File: config.mk
export PLATFORM = sky130hd
export DESIGN_NAME = multi_quadrature_encoder_stepper_core
export DESIGN_NICKNAME = d
export VERILOG_FILES = /design/src/design/mqes_pkg.sv /design/src/design/multi_quadrature_encoder_stepper_core.sv
export SDC_FILE = /design/constraint.sdc
export NUM_CORES = 1
export LEC_CHECK = 0
export BUFFER_PORTS_ARGS = -buffer_cell sky130_fd_sc_hd__buf_2
export CORE_ASPECT_RATIO = 2
export CORE_UTILIZATION = 35
export DETAILED_ROUTE_END_ITERATION = 16
export MAX_ROUTING_LAYER = met4
export PLACE_DENSITY_LB_ADDON = 0.3
export SYNTH_ARGS = -nofsm -noshare
export SYNTH_HDL_FRONTEND = slang
export SYNTH_SLANG_ARGS = --single-unit
File: constraint.sdc
create_clock -name clock -period 8.31 [get_ports clock]
set_clock_uncertainty 0.2 [all_clocks]
set_input_delay 0.831 -clock clock [delete_from_list [all_inputs] [get_ports clock]]
set_output_delay 0.831 -clock clock [all_outputs]
set_load 0.05 [all_outputs]
File: src/design/mqes_pkg.sv
// ----------------------------------------------------------------------------
// Multi-encoder quadrature stepper package
// Shared sizes, the quadrature transition table and the step-multiple mask.
// ----------------------------------------------------------------------------
`default_nettype none

package mqes_pkg;

   // Number of encoders tracked. The 5-bit index port addresses up to 32.
   localparam int ENCODER_COUNT = 32;
   localparam int ENC_IDX_W     = (ENCODER_COUNT > 1) ? $clog2(ENCODER_COUNT) : 1;

   // Pulses per reported step.
   localparam int STEP_PULSES = 4;

   // Field widths.
   localparam int INDEX_W = 5;
   localparam int PAIR_W  = 2;
   localparam int COUNT_W = 4;
   localparam int MOVE_W  = 2;

   // Pulse count value after reset and after each reported step.
   localparam logic [COUNT_W-1:0] PULSE_RESET = 4'd8;

   // Movement codes.
   localparam logic signed [MOVE_W-1:0] MOVE_NONE = 2'sd0;
   localparam logic signed [MOVE_W-1:0] MOVE_POS  = 2'sd1;
   localparam logic signed [MOVE_W-1:0] MOVE_NEG  = -2'sd1;

   typedef logic signed [MOVE_W-1:0] move_type;

   // Per-encoder state entry.
   typedef struct packed {
      logic [PAIR_W-1:0]  prev_pair;
      logic [COUNT_W-1:0] pulse_count;
      logic               last_dir;   // 1 positive, 0 negative
   } enc_state_type;

   // Quadrature transition table, indexed by {previous pair, current pair}.
   localparam move_type QUAD_TABLE [16] = '{
      MOVE_NONE, MOVE_NEG,  MOVE_POS,  MOVE_NONE,
      MOVE_POS,  MOVE_NONE, MOVE_NONE, MOVE_NEG,
      MOVE_NEG,  MOVE_NONE, MOVE_NONE, MOVE_POS,
      MOVE_NONE, MOVE_POS,  MOVE_NEG,  MOVE_NONE
   };

   // Bit k is set when count value k is a multiple of STEP_PULSES.
   function automatic logic [15:0] step_mult_mask();
      logic [15:0] mask;
      mask = '0;
      for (int k = 0; k < 16; k++) begin
         mask[k] = ((k % STEP_PULSES) == 0);
      end
      return mask;
   endfunction

   localparam logic [15:0] STEP_MULT_MASK = step_mult_mask();

endpackage

`default_nettype wire

File: src/design/multi_quadrature_encoder_stepper_core.sv
// ----------------------------------------------------------------------------
// Multi-encoder quadrature stepper core
// Decodes A/B samples of up to 32 encoders into single step movements.
// ----------------------------------------------------------------------------
// Each item carries one encoder's index and its current A/B levels and
// produces exactly one movement item (0, +1 or -1). An item is registered on
// entry; from the input register its encoder's state entry is read, updated
// and written back while the movement is captured in the output register.
// One item is taken every cycle while the output is not stalled. Items for
// the same encoder may follow each other directly, since the state is read
// and written in the same stage. Indices at or above the encoder count leave
// all state untouched and report no movement. State resets to pair 0, count 8
// and negative direction at once, so no clearing pass is needed.
`default_nettype none

module multi_quadrature_encoder_stepper_core (
   input  wire logic                               clock,
   input  wire logic                               reset,
   input  wire logic                               req_valid,
   output logic                                    req_stall,
   input  wire logic [mqes_pkg::INDEX_W-1:0]       req_encoder_index,
   input  wire logic [mqes_pkg::PAIR_W-1:0]        req_ab_pair,
   output logic                                    rsp_valid,
   input  wire logic                               rsp_stall,
   output logic signed [mqes_pkg::MOVE_W-1:0]      rsp_movement
);

   // Input register.
   logic                               s1_valid_ff;
   logic [mqes_pkg::INDEX_W-1:0]       s1_index_ff;
   logic [mqes_pkg::PAIR_W-1:0]        s1_pair_ff;

   // Output register.
   logic                               out_valid_ff;
   mqes_pkg::move_type                 out_move_ff;
   mqes_pkg::move_type                 out_move_in;

   // Per-encoder state.
   mqes_pkg::enc_state_type            state_ff [mqes_pkg::ENCODER_COUNT];
   mqes_pkg::enc_state_type            entry;
   mqes_pkg::enc_state_type            entry_in;

   logic                               out_ready;
   logic                               advance;
   logic                               in_range;
   logic [mqes_pkg::ENC_IDX_W-1:0]     sel;
   logic [3:0]                         tindex;
   mqes_pkg::move_type                 delta;
   logic                               new_dir;
   logic [mqes_pkg::COUNT_W-1:0]       count;

   // Handshake: the output register frees up when empty or being taken.
   assign out_ready = !out_valid_ff || !rsp_stall;
   assign advance   = s1_valid_ff && out_ready;
   assign req_stall = s1_valid_ff && !out_ready;

   assign rsp_valid    = out_valid_ff;
   assign rsp_movement = out_move_ff;

   // Read the addressed encoder's state.
   assign in_range = (32'(s1_index_ff) < mqes_pkg::ENCODER_COUNT);
   assign sel      = s1_index_ff[mqes_pkg::ENC_IDX_W-1:0];
   assign entry    = state_ff[sel];

   // Transition decode and count update.
   always_comb begin
      tindex      = {entry.prev_pair, s1_pair_ff};
      delta       = mqes_pkg::QUAD_TABLE[tindex];
      new_dir     = (delta == mqes_pkg::MOVE_POS);
      count       = new_dir ? (entry.pulse_count + 4'd1) : (entry.pulse_count - 4'd1);
      entry_in    = entry;
      out_move_in = mqes_pkg::MOVE_NONE;
      entry_in.prev_pair = s1_pair_ff;
      if (delta != mqes_pkg::MOVE_NONE) begin
         entry_in.pulse_count = count;
         entry_in.last_dir    = new_dir;
         if ((entry.last_dir == new_dir) && mqes_pkg::STEP_MULT_MASK[count]) begin
            entry_in.pulse_count = mqes_pkg::PULSE_RESET;
            out_move_in          = new_dir ? mqes_pkg::MOVE_POS : mqes_pkg::MOVE_NEG;
         end
      end
      if (!in_range) begin
         out_move_in = mqes_pkg::MOVE_NONE;
      end
   end

   // Input register control.
   always_ff @(posedge clock) begin
      if (reset) begin
         s1_valid_ff <= 1'b0;
      end else if (!req_stall) begin
         s1_valid_ff <= req_valid;
      end
   end

   // Input register payload.
   always_ff @(posedge clock) begin
      if (req_valid && !req_stall) begin
         s1_index_ff <= req_encoder_index;
         s1_pair_ff  <= req_ab_pair;
      end
   end

   // Output register.
   always_ff @(posedge clock) begin
      if (reset) begin
         out_valid_ff <= 1'b0;
      end else if (out_ready) begin
         out_valid_ff <= s1_valid_ff;
      end
   end

   always_ff @(posedge clock) begin
      if (advance) begin
         out_move_ff <= out_move_in;
      end
   end

   // State write-back.
   always_ff @(posedge clock) begin
      if (reset) begin
         for (int i = 0; i < mqes_pkg::ENCODER_COUNT; i++) begin
            state_ff[i] <= '{prev_pair:   '0,
                             pulse_count: mqes_pkg::PULSE_RESET,
                             last_dir:    1'b0};
         end
      end else if (advance && in_range) begin
         state_ff[sel] <= entry_in;
      end
   end

endmodule

`default_nettype wire

Word level (Yosys, flattened, before mapping)
Memories as Yosys holds them, arrays and structs flattened. A register that Yosys moved wholly into a read port is not among the register bits. Index checks and enable logic that the tools add are counted.

Register bits after elaboration: 11. Memory bits (writable): 224. Bits in read-only memories: 48. Output and inout bits: 4. Memories kept: 3.

$add $sub $neg: 2. Order comparisons: 2. Eq/ne operators: 2. Multiplexer cells: 16. Bitwise gates (word level): 1. Reductions and logical operators: 12.

Memories: state_ff (depth 32, width 7, read ports 1, clocked after memory_dff 1, write ports 32, line multi_quadrature_encoder_stepper_core.sv:39) `mqes_pkg::enc_state_type state_ff [mqes_pkg::ENCODER_COUNT];`; (name not given) (depth 16, width 2, read ports 1, clocked after memory_dff 0, write ports 0, line multi_quadrature_encoder_stepper_core.sv:68) `delta = mqes_pkg::QUAD_TABLE[tindex];`; (name not given) (depth 16, width 1, read ports 1, clocked after memory_dff 0, write ports 0, line multi_quadrature_encoder_stepper_core.sv:77) `if ((entry.last_dir == new_dir) && mqes_pkg::STEP_MULT_MASK[count]) begin`.

Operators by type and width (count): $mux 5 (3); $mux 4 (2); $mux 1 (7); $mux 7 (1); $reduce_or 7->1 (1); $mux 2 (3); $ge 5x5->1 const B (1); $lt 4x5->1 const B (1); $not 4->5 (1); $add 4x1->4 const B (1); $logic_and 1x1->1 (4); $logic_not 1->1 (4); $sub 4x1->4 const B (1); $eq 2x2->1 const B (1); $reduce_and 2->1 (1); $reduce_bool 2->1 (1); $eq 1x1->1 (1); $logic_or 1x1->1 (1).

Depth between registers and ports, before layout
Word-level depth: 12. Gate-level depth with buffers: 16.

Worst setup path before layout
No wires, ideal clock.

Kind: register -> register. Start: register (tool-made name). End: memory state_ff[21][2] (netlist bit), data pin. Setup time: 0.261 ns. Arrival: 2.962 ns. Setup slack: 4.887 ns. Cell stages (with the launch flop): 17. Period minus slack after synthesis: 3.423 ns. Cell sequence: dfxtp_1 > buf_4 > buf_6 > buf_2 > mux2i_1 > nand2_1 > nand3_1 > o31ai_1 > a2111oi_2 > a22oi_1 > o21ai_0 > xor2_1 > ha_1 > and3b_1 > buf_2 > buf_6 > nor3_2.

RTL lines (line): end, declared (multi_quadrature_encoder_stepper_core.sv:39).

==> results.sh <==
export IMPL_syn_nets=659
export IMPL_crit_path_max_incr_delay_ns=0.91
export IMPL_cts_resized=0
export IMPL_ir_drop_mv=0.1755
export IMPL_finalCriticalPeriod_ns=4.872
export IMPL_grt_pass1_vias=5468
export IMPL_pwr_share_comb_pct=17.4
export IMPL_power_total_mw=2.146
export IMPL_synth_area_leaders="edfxtp_1 (59%), mux4_2 (7.8%), nor3_2 (7.0%), nor2_1 (4.6%), mux2i_1 (3.4%)"
export IMPL_synth_area_leader_cell="edfxtp_1"
export IMPL_crit_required_ns=8.27
export IMPL_maxSlewHeadroom_pct=23.78
export IMPL_reg2regPathDepth=11
export IMPL_cts_tree="done"
export IMPL_min_path_cells=2
export IMPL_crit_path_start_kind="register"
export IMPL_netlist_top_cells_count="edfxtp_1 (169), nor2_1 (105), nand2_1 (69)"
export IMPL_grt_usage_pct=19.06
export IMPL_report_final_slew_viol_count=0
export IMPL_die_h_um=224.2
export IMPL_clockBufferDepth=2
export IMPL_place_area_sq_um=8865
export IMPL_hold_path_startpoint="s1_valid_ff"
export IMPL_cts_made_buffers=17
export IMPL_worstSkewPairLatency_ns=0.44
export IMPL_power_share_clock_pct=34.5
export IMPL_p_sw_share_pct=29.52
export IMPL_nets=655
export IMPL_fp_row_count=81
export IMPL_fin_tns_setup_ns=0
export IMPL_cts_setup_buffers=0
export IMPL_gp_congestion=0.9640
export IMPL_synthCells=643
export IMPL_drt_total_wl_mm=22.05
export IMPL_fin_ws_ns=3.438
export IMPL_gr_total_overflow=0
export IMPL_grt_max_degree=38
export IMPL_synth_seq_cells=176
export IMPL_wl_per_cell_um=23.41
export IMPL_intPower_mw=1.512
export IMPL_viasPerCell=5.515
export IMPL_root_buffer="clkbuf_16"
export IMPL_p_seq_share_pct=48.1
export IMPL_die_w_um=113.1
export IMPL_setup_viol=0
export IMPL_synth_yosys_seq_area_share_pct=60.37
export IMPL_io_buffers=14
export IMPL_drtAntennaViolNets=0
export IMPL_netSwitchingPower_mw=0.6335
export IMPL_status="finished clean"
export IMPL_async_flop_share_pct=0
export IMPL_worstMarginPinSlew_ns=1.143
export IMPL_synth_most_common_cell="edfxtp_1"
export IMPL_vias=5195
export IMPL_fillCellCount=2310
export IMPL_drtIter0Drc=400
export IMPL_holdWs_ns=0.3135
export IMPL_drc_errors=0
export IMPL_cpMaxStageDelayCell="and3b_2"
export IMPL_multiInputGateArea_sq_um=3115
export IMPL_cp_max_fo=32
export IMPL_drtPass1Iterations=5
export IMPL_antenna_found_initial=0
export IMPL_synth_top_cell_area_share_pct=58.75
export IMPL_core_sq_um=24320
export IMPL_ios=15
export IMPL_clkTransAtPathRegs_ns=0.07
export IMPL_antenna_cells=0
export IMPL_drive_above_1_share_pct=22.70
export IMPL_synth_avg_cell_area_sq_um=13.43
export IMPL_maxClockFrequency_mhz=205.3
export IMPL_die_area_sq_um=25350
export IMPL_leakage_nw=3.270
export IMPL_synth_warnings=0
export IMPL_synth_flop_cell="edfxtp_1"
export IMPL_cp_end_kind="register"
export IMPL_fin_cells=942
export IMPL_hold_class="register to register"
export IMPL_fin_area_sq_um=9398
export IMPL_final_hold_viol_count=0
export IMPL_regArea_sq_um=5219
export IMPL_cts_hold_buf=0
export IMPL_period_share_pct=58.62
export IMPL_htreeDepth=4
export IMPL_synth_edf_count=169
export IMPL_start_util_pct=35.51
export IMPL_p_per_area_nw_per_um2=228.3
export IMPL_dp_slack_ns=3.403
export IMPL_synthToLayoutAreaGrowth_pct=8.792
export IMPL_rsz0062_at_grt="false"
export IMPL_maxCapViolCount=0
export IMPL_placedCellCount=910
export IMPL_crit_chain="buf_4 -> nand2_1 -> a211oi_1 -> o31ai_1 -> a2111oi_2 -> a22oi_1 -> o21ai_0 -> xor2_1 -> ha_1 -> and3b_2 -> nor3_1"
export IMPL_synth_area_sq_um=8638
export IMPL_grt_pass1_wl_mm=33.20
export IMPL_final_util_pct=38.64
export IMPL_synth_cell_types=47
export IMPL_cts_num_sinks=176
export IMPL_critical_path_class="register to register"
export IMPL_dp_hpwl_mm=15.71
export IMPL_worstPathArrival_ns=4.83
-- path summary, 6_finish.rpt --
kind	to	slack (ns)
worst max-delay path	state_ff[3][2]	3.44
worst min-delay path	rsp_valid	0.31
worst max register to register	state_ff[3][2]	3.44
worst min register to register	rsp_valid	0.31
-- cell families (layout without fill, tap and decap cells) --
group,after synthesis,count (layout),synth area share (%)
and+or+nand+nor,302,302,19.37
xor gates and xnor gates,2,2,0.3621
adders and majority gates,5,5,0.7242
buffers and inverters,54,63,3.838
muxes,61,61,11.44
DFF,176,176,60.37
AOI/OAI and AO/OA,43,43,3.896
-- power by group through the flow --
stage               Combinational, mW  Clock (mW)  Sequential, mW
finish                          0.373       0.739            1.03
floorplan                       0.313           0            1.03
global route                    0.396       0.781            1.04
detailed placement              0.373           0            1.05
CTS                             0.374       0.748            1.03
global placement                0.369           0            1.05
-- layout make-up --
cell class / instances / area share [%]
well taps: 290 / 3.861
flip-flops and latches: 176 / 55.53
clock buffers: 21 / 4.686
repair buffers: 23 / 1.465
inverters: 8 / 0.3195
clock inverters: 11 / 0.9852
multi-input cells: 413 / 33.15
-- routing by layer --
metal / GRT usage, % / wire (um) / up-vias
met1: 18.50 / 7497 / 2608
met2: 34.45 / 12610 / 165
met5: - / 0 / -
met3: 2.895 / 679 / 61
met4: 12.73 / 1269 / 0
li1: - / - / 2361
-- worst max-delay path, delay by kind of cell (launching register included) --
kind	cells	cell delay, ns
simple gates	3	1.26
compound gates	5	1.72
buf+inv	1	0.41
xor+xnor	1	0.18
fa+ha+maj	1	0.24
flops	1	0.55
-- state kept, by name, summed over array words and instances (netlist names), named ones only --
name          flops
state_ff        160
s1_index_ff       5
rsp_movement      2
s1_pair_ff        2
rsp_valid         1
s1_valid_ff       1
-- cell usage in the layout, fill, tap and decap left out, drive strengths merged, types with 3 or more instances in the layout --
| master | instances |
|---|---|
| a211oi | 4 |
| a21oi | 7 |
| a22oi | 10 |
| and3 | 3 |
| buf | 23 |
| clkbuf | 21 |
| clkinv | 7 |
| clkinvlp | 4 |
| dfxtp | 7 |
| edfxtp | 169 |
| ha | 5 |
| inv | 7 |
| mux2i | 29 |
| mux4 | 30 |
| nand2 | 69 |
| nand2b | 34 |
| nand3 | 6 |
| nor2 | 105 |
| nor2b | 6 |
| nor3 | 69 |
| nor3b | 3 |
| o21ai | 4 |
| o31a | 4 |
| o31ai | 4 |
Note: power is estimated with default switching activity, not from simulation.
